$ cat src/hdl/fba_pkg.sv
`timescale 1ns / 1ps
// ----------------------------------------------------------------------------
// fba_pkg: shared types and codes of the frame bitmap allocator
// Request and response payloads, command and status codes, and the
// control bundle between controller and datapath.
// ----------------------------------------------------------------------------
package fba_pkg;

    localparam int PF_W    = 12;        // page frame / frame index width
    localparam int FIU_W   = 13;        // frames_in_use register width
    localparam int RECIP_W = PF_W + 2;  // reciprocal width for frame -> word split

    localparam int DEF_FRAME_COUNT   = 4096;
    localparam int DEF_BITS_PER_WORD = 32;

    localparam logic [FIU_W-1:0] FIU_RESET = 13'd4096;

    // request commands
    localparam logic [1:0] CMD_ALLOC = 2'd0;
    localparam logic [1:0] CMD_FREE  = 2'd1;
    localparam logic [1:0] CMD_TEST  = 2'd2;

    // response status codes
    localparam logic [1:0] ST_DONE = 2'd0;
    localparam logic [1:0] ST_FULL = 2'd1;
    localparam logic [1:0] ST_IDLE = 2'd2;

    typedef struct packed {
        logic [1:0]      cmd;
        logic [PF_W-1:0] page_frame;
        logic            kernel_access;
        logic            write_access;
    } fba_req_t;

    typedef struct packed {
        logic [1:0]      status;
        logic [PF_W-1:0] frame_index;
        logic            present;
        logic            writeable;
        logic            user_mode;
        logic            frame_used;
    } fba_rsp_t;

    // which response the datapath builds
    typedef enum logic [2:0] {
        RES_NONE,
        RES_HELD,
        RES_ALLOC,
        RES_FULL,
        RES_FREE,
        RES_TEST
    } res_kind_t;

    typedef struct packed {
        logic      load_item;
        logic      scan_start;
        logic      scan_step;
        logic      div_step;
        logic      fetch;
        logic      sample_bit;
        logic      wr_alloc;
        logic      wr_free;
        logic      res_load;
        res_kind_t res_kind;
    } fba_cmd_t;

    typedef struct packed {
        logic [1:0] cmd;
        logic       pf_zero;
        logic       pf_in_map;
        logic       hit;
        logic       scan_done;
    } fba_stat_t;

endpackage

$ cat src/hdl/fba_ctrl.sv
`timescale 1ns / 1ps
// ----------------------------------------------------------------------------
// fba_ctrl: request sequencer of the frame bitmap allocator
// Decodes each request, steps the datapath through scan, read or
// read-modify-write, and owns the response valid flag.
// ----------------------------------------------------------------------------
module fba_ctrl (
    input  logic               aclk,
    input  logic               aresetn,
    input  logic               s_valid,
    output logic               s_ready,
    output logic               m_valid,
    input  logic               m_ready,
    input  fba_pkg::fba_stat_t stat,
    output fba_pkg::fba_cmd_t  cmd
);

    import fba_pkg::*;

    typedef enum logic [2:0] {
        S_IDLE,
        S_DECODE,
        S_SCAN,
        S_ALLOC_WR,
        S_DIV,
        S_FETCH,
        S_MODIFY,
        S_FINISH
    } state_t;

    state_t    state_reg, state_next;
    res_kind_t kind_reg, kind_next;
    logic      m_valid_reg, m_valid_next;
    logic      slot_free;

    assign slot_free = !m_valid_reg || m_ready;

    always_comb begin
        state_next   = state_reg;
        kind_next    = kind_reg;
        cmd          = '0;
        cmd.res_kind = kind_reg;
        m_valid_next = m_valid_reg && !m_ready;
        case (state_reg)
            S_IDLE: begin
                if (s_valid) begin
                    cmd.load_item = 1'b1;
                    state_next    = S_DECODE;
                end
            end
            S_DECODE: begin
                state_next = S_FINISH;
                case (stat.cmd)
                    CMD_ALLOC: begin
                        if (stat.pf_zero) begin
                            cmd.scan_start = 1'b1;
                            state_next     = S_SCAN;
                        end else begin
                            kind_next = RES_HELD;
                        end
                    end
                    CMD_FREE: begin
                        if (stat.pf_zero) begin
                            kind_next = RES_NONE;
                        end else begin
                            kind_next = RES_FREE;
                            if (stat.pf_in_map) begin
                                state_next = S_DIV;
                            end
                        end
                    end
                    CMD_TEST: begin
                        kind_next = RES_TEST;
                        if (stat.pf_in_map) begin
                            state_next = S_DIV;
                        end
                    end
                    default: begin
                        kind_next = RES_NONE;
                    end
                endcase
            end
            S_SCAN: begin
                cmd.scan_step = 1'b1;
                if (stat.hit) begin
                    state_next = S_ALLOC_WR;
                end else if (stat.scan_done) begin
                    kind_next  = RES_FULL;
                    state_next = S_FINISH;
                end
            end
            S_ALLOC_WR: begin
                cmd.wr_alloc = 1'b1;
                kind_next    = RES_ALLOC;
                state_next   = S_FINISH;
            end
            S_DIV: begin
                cmd.div_step = 1'b1;
                state_next   = S_FETCH;
            end
            S_FETCH: begin
                cmd.fetch  = 1'b1;
                state_next = S_MODIFY;
            end
            S_MODIFY: begin
                cmd.sample_bit = 1'b1;
                cmd.wr_free    = (kind_reg == RES_FREE);
                state_next     = S_FINISH;
            end
            S_FINISH: begin
                if (slot_free) begin
                    cmd.res_load = 1'b1;
                    m_valid_next = 1'b1;
                    state_next   = S_IDLE;
                end
            end
            default: begin
                state_next = S_IDLE;
            end
        endcase
    end

    always_ff @(posedge aclk) begin
        if (!aresetn) begin
            state_reg   <= S_IDLE;
            kind_reg    <= RES_NONE;
            m_valid_reg <= 1'b0;
        end else begin
            state_reg   <= state_next;
            kind_reg    <= kind_next;
            m_valid_reg <= m_valid_next;
        end
    end

    assign s_ready = (state_reg == S_IDLE);
    assign m_valid = m_valid_reg;

endmodule
$ cat config.mk
export PLATFORM = sky130hd
export DESIGN_NAME = fba_ctrl
export DESIGN_NICKNAME = d
export VERILOG_FILES = /design/src/hdl/fba_pkg.sv /design/src/hdl/fba_ctrl.sv
export SDC_FILE = /design/constraint.sdc
export NUM_CORES = 1
export LEC_CHECK = 0
export ABC_AREA = 1
export BUFFER_PORTS_ARGS = -buffer_cell sky130_fd_sc_hd__buf_2
export CORE_UTILIZATION = 47
export DETAILED_ROUTE_END_ITERATION = 8
export GPL_ROUTABILITY_DRIVEN = 0
export PLACE_DENSITY_LB_ADDON = 0.1
export SLEW_MARGIN = 20
export SYNTH_ARGS = -nofsm -noshare
export SYNTH_HDL_FRONTEND = slang
export SYNTH_SLANG_ARGS = --single-unit
$ cat constraint.sdc
create_clock -name aclk -period 1.3 [get_ports aclk]
set_input_delay 0.13 -clock aclk [delete_from_list [all_inputs] [get_ports aclk]]
set_output_delay 0.13 -clock aclk [all_outputs]
set_load 0.05 [all_outputs]
==> results.py <==
metrics = {
    "critical_path": {
        "crit_path_max_incr_delay_ns": 0.37,
        "required_ns": 1.17,
        "crit_family": "flip-flops",
        "cp.arrival_ns": 1.23,
        "crit_path_frequent_cell": "buf_6",
        "cp_cell_sequence": "buf_6 > nor2_4 > inv_2 > nor3_2 > buf_6",
        "r2r-start": "state_reg[1]$_SDFFE_PN0P_",
        "worst_setup_path_start_kind": "flip-flop",
        "cp-end-kind": "output port",
        "critPathKind": "reg2out",
        "ff2ff_path_depth": 9,
        "cp_max_fo": 5,
        "ff2ff_setup_slack_ns": 0.02,
        "crit_slowest_cell": "dfxtp_4",
        "worst-path-buf-inv": 3,
        "r2r-end": "state_reg[0]$_SDFFE_PN0P_",
    },
    "placement": {
        "place_area_um2": 798,
        "dp_hpwl_mm": 1.13,
        "io_buffers": 23,
    },
    "timing": {
        "post-route-period-util_pct": 104,
        "tightest_slew_ns": 0.274,
        "fin_crit_ns": 1.36,
        "max_freq_ghz": 0.737,
        "relSlewSlack_pct": 81.6,
        "rsz0062_at_grt": "yes",
        "worst_clock_skew_ns": 0.00576,
        "finalSetupTns_ns": -0.160,
        "finalHoldViolCount": 0,
        "setup_violations": 5,
        "slew_viol_final": 0,
        "setup_slack_ns": -0.0567,
    },
    "clocking": {
        "cts_max_level": 1,
        "clock-sinks": 7,
        "cts_tree": "done",
        "insertion_delay_ns": 0.26,
        "holdBufCountCts": 0,
        "path_clk_slew_ns": 0.06,
        "cts_buffer_depth": 2,
        "cts_made_buffers": 3,
        "cts_root_buffer": "clkbuf_4",
    },
    "final_layout": {
        "fillers": 83,
        "syn2layout_area_growth_pct": 52.4,
        "fin_area_um2": 968,
        "drive_gt1_share_pct": 46.0,
        "diodes": 0,
        "nets": 152,
    },
    "floorplanning": {
        "rows": 12,
        "die_x_um": 38.8,
        "ios": 24,
        "die_h_um": 38.8,
        "start_util_pct": 53.6,
        "core_um2": 1190,
        "dieArea_um2": 1500,
    },
    "detailed_routing": {
        "drt_pass1_iterations": 4,
        "drt_iter0_drc": 25,
        "drc": 0,
        "drt-total-wl_mm": 1.81,
        "avgViaCountPerCell": 5.28,
        "vias": 797,
        "wire_per_inst_um": 12.0,
        "ant_nets": 0,
    },
    "synth": {
        "yosys_warnings": 0,
        "synth_cell_type_count": 23,
        "netlist.area_leader.share_pct": 22.0,
        "synth.largest_area_cell": "dfxtp_1",
        "yosysSeqAreaShare_pct": 22.0,
        "ys_ff_latch": 7,
        "yosys-top-cells-area": "dfxtp_1, nand2_1, inv_1",
        "synth.avg_cell_area_um2": 6.11,
        "syn_area_um2": 636,
        "synth_nets": 118,
        "netlist_instances": 104,
    },
    "power": {
        "vdd_drop_max_mv": 1.18,
        "p_per_area_nw_per_um2": 1560,
        "power_leakage_nw": 0.523,
    },
    "grt": {
        "grt_max_degree": 8,
        "grt_first_pass_wirelength_mm": 2.67,
        "antenna_found_initial": 0,
        "grt_overflow": 0,
        "track_usage_pct": 26.3,
        "grt_pass1_vias": 666,
    },
    "status": {
        "violations": "negative setup slack",
        "outcome": "finished, violations left",
    },
    "min_path": {
        "hold_class": "in2reg",
        "hp-start": "aresetn",
        "worst_hold_path.endpoint": "m_valid$_SDFF_PN0_",
        "whs_path_depth": 2,
    },
    "flow_run": {
        "maxCapViolations": 0,
    },
}
worst max-delay path by stage:
stage	from	end	depth (start not counted)
global placement	state_reg[1]$_SDFFE_PN0P_	cmd[11]	5
CTS	state_reg[1]$_SDFFE_PN0P_	cmd[11]	5
finish	state_reg[1]$_SDFFE_PN0P_	cmd[11]	5
global route	state_reg[1]$_SDFFE_PN0P_	cmd[11]	5
detailed placement	state_reg[1]$_SDFFE_PN0P_	cmd[11]	5
floorplan	state_reg[1]$_SDFFE_PN0P_	cmd[8]	4
repair_timing:
item / 4_1_cts / 5_1_grt
pin swaps: 4 / 3
setup endpoints to repair: 10 / 11
gates resized for setup: 24 / 14
buffers inserted: 4 / 0
layout by cell type, fill, tap and decap left out:
cell,netlist,final
a21oi_1,4,3
a21oi_2,1,2
and3_4,0,1
buf_2,0,14
buf_4,0,7
buf_6,2,8
buf_8,0,1
clkbuf_1,0,1
clkbuf_4,0,4
clkinv_1,2,1
dfxtp_1,7,3
dfxtp_2,0,1
dfxtp_4,0,3
ha_1,4,4
inv_1,17,15
inv_2,1,3
inv_4,1,2
nand2_1,19,18
nand2_2,7,7
nand2_4,0,1
nand3_1,7,7
nand3_4,0,1
nand3b_1,1,1
nand4_1,1,1
nor2_1,16,13
nor2_2,3,1
nor2_4,1,6
nor3_1,2,1
nor3_2,0,1
o21a_1,1,1
o21ai_0,3,3
o21ai_1,2,2
synth_stat cells:
cell / n
nand2_1: 19
inv_1: 17
nor2_1: 16
dfxtp_1: 7
nand2_2: 7
nand3_1: 7
a21oi_1: 4
ha_1: 4
nor2_2: 3
o21ai_0: 3
buf_6: 2
clkinv_1: 2
nor3_1: 2
o21ai_1: 2
a21oi_2: 1
and3_1: 1
inv_2: 1
inv_4: 1
nand3_2: 1
nand3b_1: 1
nand4_1: 1
nor2_4: 1
o21a_1: 1
final cells by class:
cell class              count  area, um2  share of cell area [%]
clock buffers               4       26.3                    2.71
inverters                  21       83.8                    8.66
multi-input cells          74        453                    46.8
flip-flops and latches      7        153                    15.8
well taps                  14       17.5                    1.81
repair buffers             31        235                    24.3
per-layer routing:
layer  routed length [um]  up-vias  GRT usage, %
li1                     -      386             -
met1                  720      373          29.0
met2                  965       31          46.7
met3                   77        7          5.20
met4                   46        0          13.8
met5                    0        -             0
power breakdown:
group	total (mW)	switching, mW	internal [mW]
Combinational	0.965	0.621	0.344
Clock	0.206	0.0881	0.118
Sequential	0.345	0.0697	0.275
Total	1.52	0.779	0.736
metrics by stage:
stage / power, mW / setup WS [ns] / utilization [%] / std cells / hold WS [ns]
6_report: 1.52 / -0.0567 / 81.6 / 151 / 0.158
5_1_grt: 1.60 / -0.0965 / 81.6 / 151 / 0.155
3_3_place_gp: 1.08 / 0.0625 / 67.3 / 143 / 0.414
3_5_place_dp: 1.09 / 0.0446 / 67.3 / 143 / 0.415
4_1_cts: 1.43 / -0.0868 / 77.6 / 151 / 0.142
2_1_floorplan: 0.942 / -0.130 / - / 104 / 0.248
logic make-up after synthesis:
logic type / count (synthesis) / share of synthesized area [%]
flip-flops: 7 / 22.0
AO/OA/AOI/OAI: 11 / 9.65
buffers and inverters: 23 / 16.3
AND/OR/NAND/NOR: 59 / 44.1
adder cells (fa/ha/maj): 4 / 7.87
No activity file was read; power rests on OpenSTA's default activity.
